--- config.mk ---
export PLATFORM = sky130hd
export DESIGN_NAME = qte_round_stage
export DESIGN_NICKNAME = d
export VERILOG_FILES = /design/src/hdl/qte_pkg.sv /design/src/hdl/qte_round_stage.sv
export SDC_FILE = /design/constraint.sdc
export NUM_CORES = 1
export LEC_CHECK = 0
export BUFFER_PORTS_ARGS = -buffer_cell sky130_fd_sc_hd__clkbuf_2
export CORE_MARGIN = 4
export CORE_UTILIZATION = 43
export CTS_CLUSTER_DIAMETER = 40
export DETAILED_ROUTE_END_ITERATION = 10
export GPL_TIMING_DRIVEN = 1
export PLACE_DENSITY = 0.82
export SYNTH_ARGS = -nofsm -noshare
export SYNTH_HDL_FRONTEND = slang
export SYNTH_SLANG_ARGS = --single-unit
--- constraint.sdc ---
create_clock -name clock -period 4.4 [get_ports clock]
set_input_delay 0.22 -clock clock [delete_from_list [all_inputs] [get_ports clock]]
set_output_delay 0.22 -clock clock [all_outputs]
set_load 0.01 [all_outputs]
--- src/hdl/qte_pkg.sv ---
// ----------------------------------------------------------------------------
// qte_pkg
// Shared widths, codes and helper functions of the quintic trajectory
// evaluator.
// ----------------------------------------------------------------------------
package qte_pkg;

   // Field widths
   localparam int TIME_W      = 32;   // unsigned Q8.24 sample time
   localparam int TIME_FRAC_W = 24;   // fraction bits of the time format
   localparam int CSR_DATA_W  = 64;   // coefficient register width, Q16.48
   localparam int OUT_W       = 32;   // signed Q16.16 result
   localparam int REGION_W    = 2;

   // Polynomial structure
   localparam int NUM_COEF  = 6;      // c5 .. c0
   localparam int NUM_STEPS = 5;      // Horner steps of the position polynomial
   localparam int NUM_POLY  = 3;      // position, velocity, acceleration

   // Datapath widths: a stored coefficient holds up to 20 * c5, and each
   // Horner step grows the accumulator by one 32-bit time factor plus a carry.
   localparam int LIMB_W    = TIME_W;
   localparam int COEF_W    = CSR_DATA_W + 5;
   localparam int STEP_GROW = TIME_W + 1;
   localparam int MAX_W     = COEF_W + STEP_GROW * NUM_STEPS;

   // Binary point of the position sum: 48 coefficient fraction bits plus
   // 5 * 24 time fraction bits, less the 16 result fraction bits.
   localparam int POS_SHIFT = 152;

   // Clamp stage, two register stages per Horner step, output stage
   localparam int PIPE_STAGES = 2 * NUM_STEPS + 2;
   localparam int TE_STAGES   = 2 * NUM_STEPS - 1;

   // Saturation limits of the result format
   localparam logic [OUT_W-1:0] SAT_MAX = {1'b0, {(OUT_W-1){1'b1}}};
   localparam logic [OUT_W-1:0] SAT_MIN = {1'b1, {(OUT_W-1){1'b0}}};

   // Register map
   localparam int CSR_INDEX_W = 3;

   typedef enum logic [CSR_INDEX_W-1:0] {
      CSR_COEF_T5    = 3'd0,
      CSR_COEF_T4    = 3'd1,
      CSR_COEF_T3    = 3'd2,
      CSR_COEF_T2    = 3'd3,
      CSR_COEF_T1    = 3'd4,
      CSR_COEF_T0    = 3'd5,
      CSR_START_TIME = 3'd6,
      CSR_END_TIME   = 3'd7
   } csr_index_type;

   // Where the sample time fell relative to the interval
   typedef enum logic [REGION_W-1:0] {
      REGION_START  = 2'd0,
      REGION_INSIDE = 2'd1,
      REGION_END    = 2'd2
   } region_type;

   // Accumulator width after the given number of Horner steps
   function automatic int step_width(input int steps);
      return COEF_W + STEP_GROW * steps;
   endfunction

   // Derivative factor of the coefficient of t^power for derivative order
   function automatic int coef_factor(input int order, input int power);
      int f;
      case (order)
         0: f = 1;
         1: f = power;
         default: f = power * (power - 1);
      endcase
      return f;
   endfunction

endpackage

--- src/hdl/qte_round_stage.sv ---
// ----------------------------------------------------------------------------
// qte_round_stage
// Round a wide fixed-point sum to Q16.16 (half up) and saturate to 32 bits.
// ----------------------------------------------------------------------------
module qte_round_stage
   import qte_pkg::*;
#(
   parameter int IN_W  = MAX_W,
   parameter int SHIFT = POS_SHIFT
) (
   input  logic                   clock,
   input  logic                   en,
   input  logic signed [IN_W-1:0] src_acc,
   output logic [OUT_W-1:0]       value_out,
   output logic                   sat_out
);

   localparam int QW = IN_W + 1 - SHIFT;

   logic signed [IN_W:0]    sum_x;
   logic [QW-1:0]           quot;
   logic [QW-OUT_W:0]       upper;
   logic                    in_range;
   logic [OUT_W-1:0]        value_in;
   logic [OUT_W-1:0]        value_ff;
   logic                    sat_in;
   logic                    sat_ff;

   // Add one half, then drop the fraction
   assign sum_x = (IN_W+1)'(src_acc) + ((IN_W+1)'(1) << (SHIFT - 1));
   assign quot  = sum_x[IN_W:SHIFT];

   // In range when every bit above the result agrees with its sign
   assign upper    = quot[QW-1:OUT_W-1];
   assign in_range = (&upper) | ~(|upper);

   assign value_in = in_range ? quot[OUT_W-1:0] : (quot[QW-1] ? SAT_MIN : SAT_MAX);
   assign sat_in   = ~in_range;

   always_ff @(posedge clock) begin
      if (en) begin
         value_ff <= value_in;
         sat_ff   <= sat_in;
      end
   end

   assign value_out = value_ff;
   assign sat_out   = sat_ff;

endmodule

Word-level counts from Yosys, hierarchy flattened
Cells that the tools add are included.
- bits in registers: 33
- input port bits: 236
- add/sub/neg operators: 1
- multiplexer cells: 2
- bitwise gates (word level): 3
- reduce and logical (&&, ||, !) cells: 2
- operators by type and width (operator ; number):
    adder 234 x 153 -> 235 bit (second input constant) ; 1
    2-to-1 mux 32 bit ; 2
    AND reduction 52 bit ; 1
    OR reduction 52 bit ; 1
    NOT 1 bit ; 2
    OR 1 bit ; 1

Logic depth before layout (Yosys ltp)
- depth in word-level cells: 5
- gate-level depth with buffers: 13
- gate-level depth less buffers: 11

Worst setup path before layout
OpenSTA, ideal clock, no wires.
- kind: in2reg
- from: in src_acc[187]
- to: reg value_ff[10] (netlist: value_out[10]) (data pin)
- setup time: 0.269 ns
- arrival: 2.883 ns
- required time: 4.131 ns
- path slack: 1.248 ns
- cell stages on the path: 12
- buffers on the path: 2
- path through: buf_2 nand2_1 nor4_4 nand4_4 nor4_4 xnor2_1 a311o_1 or4_4 nor4b_4 a31oi_2 buf_6 mux2i_1
- word-level cells in the longest chain between the ends: 5
- elaborated cells between the ends (all ways): 7
- classes of those cells: add/sub: 1; mux: 2; bitwise: 2; reduce/logical: 2
- ends and longest elaborated chain (what ; line ; source):
    from (decl) ; qte_round_stage.sv:13 ; input logic signed [IN_W-1:0] src_acc,
    adder 234 x 153 -> 235 bit (*) ; qte_round_stage.sv:30 ; assign sum_x = (IN_W+1)'(src_acc) + ((IN_W+1)'(1) << (SHIFT - 1));
    OR reduction 52 bit ; qte_round_stage.sv:35 ; assign in_range = (&upper) | ~(|upper);
    NOT 1 bit ; qte_round_stage.sv:35 ;
    OR 1 bit ; qte_round_stage.sv:35 ;
    2-to-1 mux 32 bit (*) ; qte_round_stage.sv:37 ; assign value_in = in_range ? quot[OUT_W-1:0] : (quot[QW-1] ? SAT_MIN : SAT_MAX);
    named net value_in[10] ; qte_round_stage.sv:24 ; logic [OUT_W-1:0] value_in;
    to (signal assigned) ; qte_round_stage.sv:42 ; value_ff <= value_in;
    to (decl) ; qte_round_stage.sv:25 ; logic [OUT_W-1:0] value_ff;
Mark *: on every way through the listed nets, which the timed path passes. The rest lies on a longest branch.
A chain may end at the register's enable or synchronous reset.

Final worst setup path
- from: in src_acc[183]
- to: reg value_ff[1] (netlist: value_out[1]) (data pin)
Same word-level chain as after synthesis.

==> summary.txt <==
Die
  – Die width: 104.1 um
  – Die Ht: 104.1 um
  – # rows: 34
  – Die ar.: 10,840 um^2
  – I/O pin count: 269
  – Initial Utilization: 0.4488
  – Core ar.: 8848 um^2

Synthesis
  – Asr flop ratio synth: 0
  – Synth top area cells: edfxtp_1 (25%), xnor2_1 (8.8%), mux2i_1 (8.3%)
  – Seq/Total Area, Yosys: 0.2495
  – Cell with the most instances after synthesis: nand2_1
  – Mapped Area: 3971 um^2
  – Post-synth top area cell: edfxtp_1
  – Synth warn: 0
  – #FFs+latches synth: 33
  – Syn nets: 704
  – Distinct cells, synth: 52
  – Top cells by count, synth: nand2_1 (44), nor2_1 (40), xnor2_1 (40)
  – Top cell type's share of synthesized area: 0.2495
  – Mean Syn Cell Area: 8.504 um^2
  – Number of synthesized flops with an enable pin: 33
  – Cells after synthesis: 467
  – Top_reg_cell synth: edfxtp_1

Global route
  – Grt ovf: 0
  – Vias in the first global route: 4,225
  – Largest net degree at the start of global routing: 34
  – Initial antenna violation count: 0
  – First-pass GRT wire length: 23,360 um
  – GRT Util Overall: 0.2747

Pwr
  – Clock Power Share: 0.316
  – Switching power: 0.2893 mW
  – Overall power: 0.9183 mW
  – Logic pwr share: 0.270
  – Part of the power in registers: 0.414
  – Leak: 1.973 nW
  – Switching share of total power: 0.3150
  – Power Internal: 0.6290 mW
  – Max rail drop VDD: 0.1355 mV
  – Power Dens Cells: 189.7 nW/um^2

Drt
  – Post-route ant nets: 0
  – Via density: 6.305
  – Routed length on met1: 6507 um
  – DRT iter0 DRCs: 432
  – First drt pass iteration count: 5
  – Wire per inst: 22.05 um
  – WL met2: 7023 um
  – Routed wire length: 15,480 um
  – DRC: 0
  – Met3 wire len: 1694 um
  – Top layer in use: met4
  – Vias: 4,426

Worst hold path
  – Worst hold path class: input port to register
  – Worst Hold Depth: 3

Cells and area
  – Number of fill cells: 857
  – Multi-input gate area: 2844 um^2
  – Share of cells above drive strength 1: 0.2896
  – Layout area overhead: 21.87%
  – Diodes inserted: 0
  – Fin util: 0.5469
  – Nets: 830
  – Sequential cell area: 991.0 um^2
  – Layout Cells excl Fill: 702

Timing
  – Slew Limit Fails: 0
  – RSZ-0062 raised after global routing: false
  – Fin crit period: 3722 ps
  – Slew @ Worst Pin: 878.1 ps
  – Final Hold Viols: 0
  – F_max: 268.7 MHz
  – Slew HR: 0.4146
  – Final setup fails: 0
  – Sum Neg Setup Slack: 0 ps
  – Part of the cycle the worst path needs: 0.8458

Clocking
  – CTS tree: done
  – CTS Buffer Depth: 2
  – Root Buffer: clkbuf_8
  – Total CTS buffers: 5
  – H-tree depth: 2
  – Clock sink total: 33
  – Hold_buf cts: 0
  – Post-CTS setup buffers: 0
  – Post-cts resize count: 0
  – Reg clk slew, reported paths: 80 ps

Setup path
  – Max incr delay on CP: 510 ps
  – Critical path data required time: 4440 ps
  – WP data arrival: 3760 ps
  – Critical Path Start Type: input port
  – Critical path's top delay family: simple AND/OR/NAND/NOR gates
  – CP Class: input port to register
  – Worst path bufs/invs: 2
  – Critical path depth in cells: 12
  – Crit path max-delay cell type: nor4_1
  – Crit-path max FO: 32
  – Crit path cell chain: clkbuf_2 -> nand4_2 -> nor4_4 -> nand4_2 -> nor3_1 -> xor2_1 -> nor4_1 -> nand4_1 -> nor4_1 -> a31oi_4 -> buf_12 -> mux2i_1
  – CP endpoint kind: register

Placement
  – Dpl hpwl: 12,730 um
  – Final Wtd Congestion: 1.008
  – Buffers added on ports: 117
  – Placed instance count: 694

Status
  – Status: finished, final reports clean

Flow run
  – MaxCap Viol Count: 0
[stage by stage]
step / setup slack (ps) / hold slack [ps] / cell area (um^2)
after floorplan: 1248 / 332.5 / 3971
after global placement: 475.3 / 603.1 / 4733
after detailed placement: 467.9 / 637.2 / 4733
after CTS: 738.9 / 341.4 / 4840
after global routing: 477.3 / 382.1 / 4840
final: 678.5 / 343.9 / 4840
[power by group through the flow]
stage	clock network [mW]	logic [mW]	registers [mW]
after floorplan	0	0.0898	0.400
after global placement	0	0.240	0.387
after detailed placement	0	0.242	0.387
after CTS	0.292	0.244	0.381
after global routing	0.305	0.265	0.383
final	0.290	0.248	0.380
[placed cells by master (no fill, tap or decap), types with 2 or more instances in the layout]
cell type / n
a21oi_1: 4
a22oi_1: 2
a31oi_1: 2
and2_1: 3
and3_1: 11
and4_1: 9
buf_4: 15
clkbuf_2: 117
clkbuf_8: 5
edfxtp_1: 33
inv_1: 11
mux2i_1: 33
nand2_1: 44
nand3_1: 35
nand3_2: 3
nand4_1: 39
nand4_2: 7
nand4_4: 3
nor2_1: 40
nor3_1: 29
nor3_2: 3
nor3b_1: 2
nor4_1: 21
nor4_2: 3
nor4_4: 2
o2111ai_1: 2
o21ai_0: 4
or2_2: 4
or3_1: 7
or4_1: 3
xnor2_1: 40
xor2_1: 36
[worst paths after layout]
check | start | end | slack [ps]
hold / removal | src_acc[178] | value_out[26]$_DFFE_PP_ | 340
setup / recovery | src_acc[183] | value_out[1]$_DFFE_PP_ | 680
[tightest hold or removal path, cell delays in order]
cell      delay [ps]
clkbuf_2         110
xnor2_1           70
mux2i_1          110
[cells by family (layout without fill, tap and decap cells)]
| kind of cell | Yosys count | in the layout | share of synthesized area |
|---|---|---|---|
| buffers and inverters | 26 | 153 | 0.03749 |
| AO/OA/AOI/OAI | 22 | 22 | 0.03876 |
| XOR/XNOR | 76 | 76 | 0.1676 |
| AND/OR/NAND/NOR | 276 | 276 | 0.4203 |
| flip-flops | 33 | 33 | 0.2495 |
| adder cells (fa/ha/maj) | 1 | 1 | 0.003150 |
| multiplexers | 33 | 33 | 0.08318 |
[layout make-up]
type | count | share of cell area
Sequential cell | 33 | 0.2048
Clock buffer | 6 | 0.01499
Timing Repair Buffer | 133 | 0.1484
Multi-Input combinational cell | 408 | 0.5876
Clock inverter | 2 | 0.006980
Tap cell | 108 | 0.02792
Inverter | 12 | 0.009307
[per-layer routing]
layer	GRT usage	up-vias
met1	0.3822	2109
li1	-	2028
met3	0.05773	22
met2	0.4420	267
met4	0.05318	0
met5	0	-
[registers in the layout (all words and copies together) (netlist names)]
| name | flops |
|---|---|
| value_out | 32 |
| sat_out | 1 |
Power figures use the tool's default switching activity.
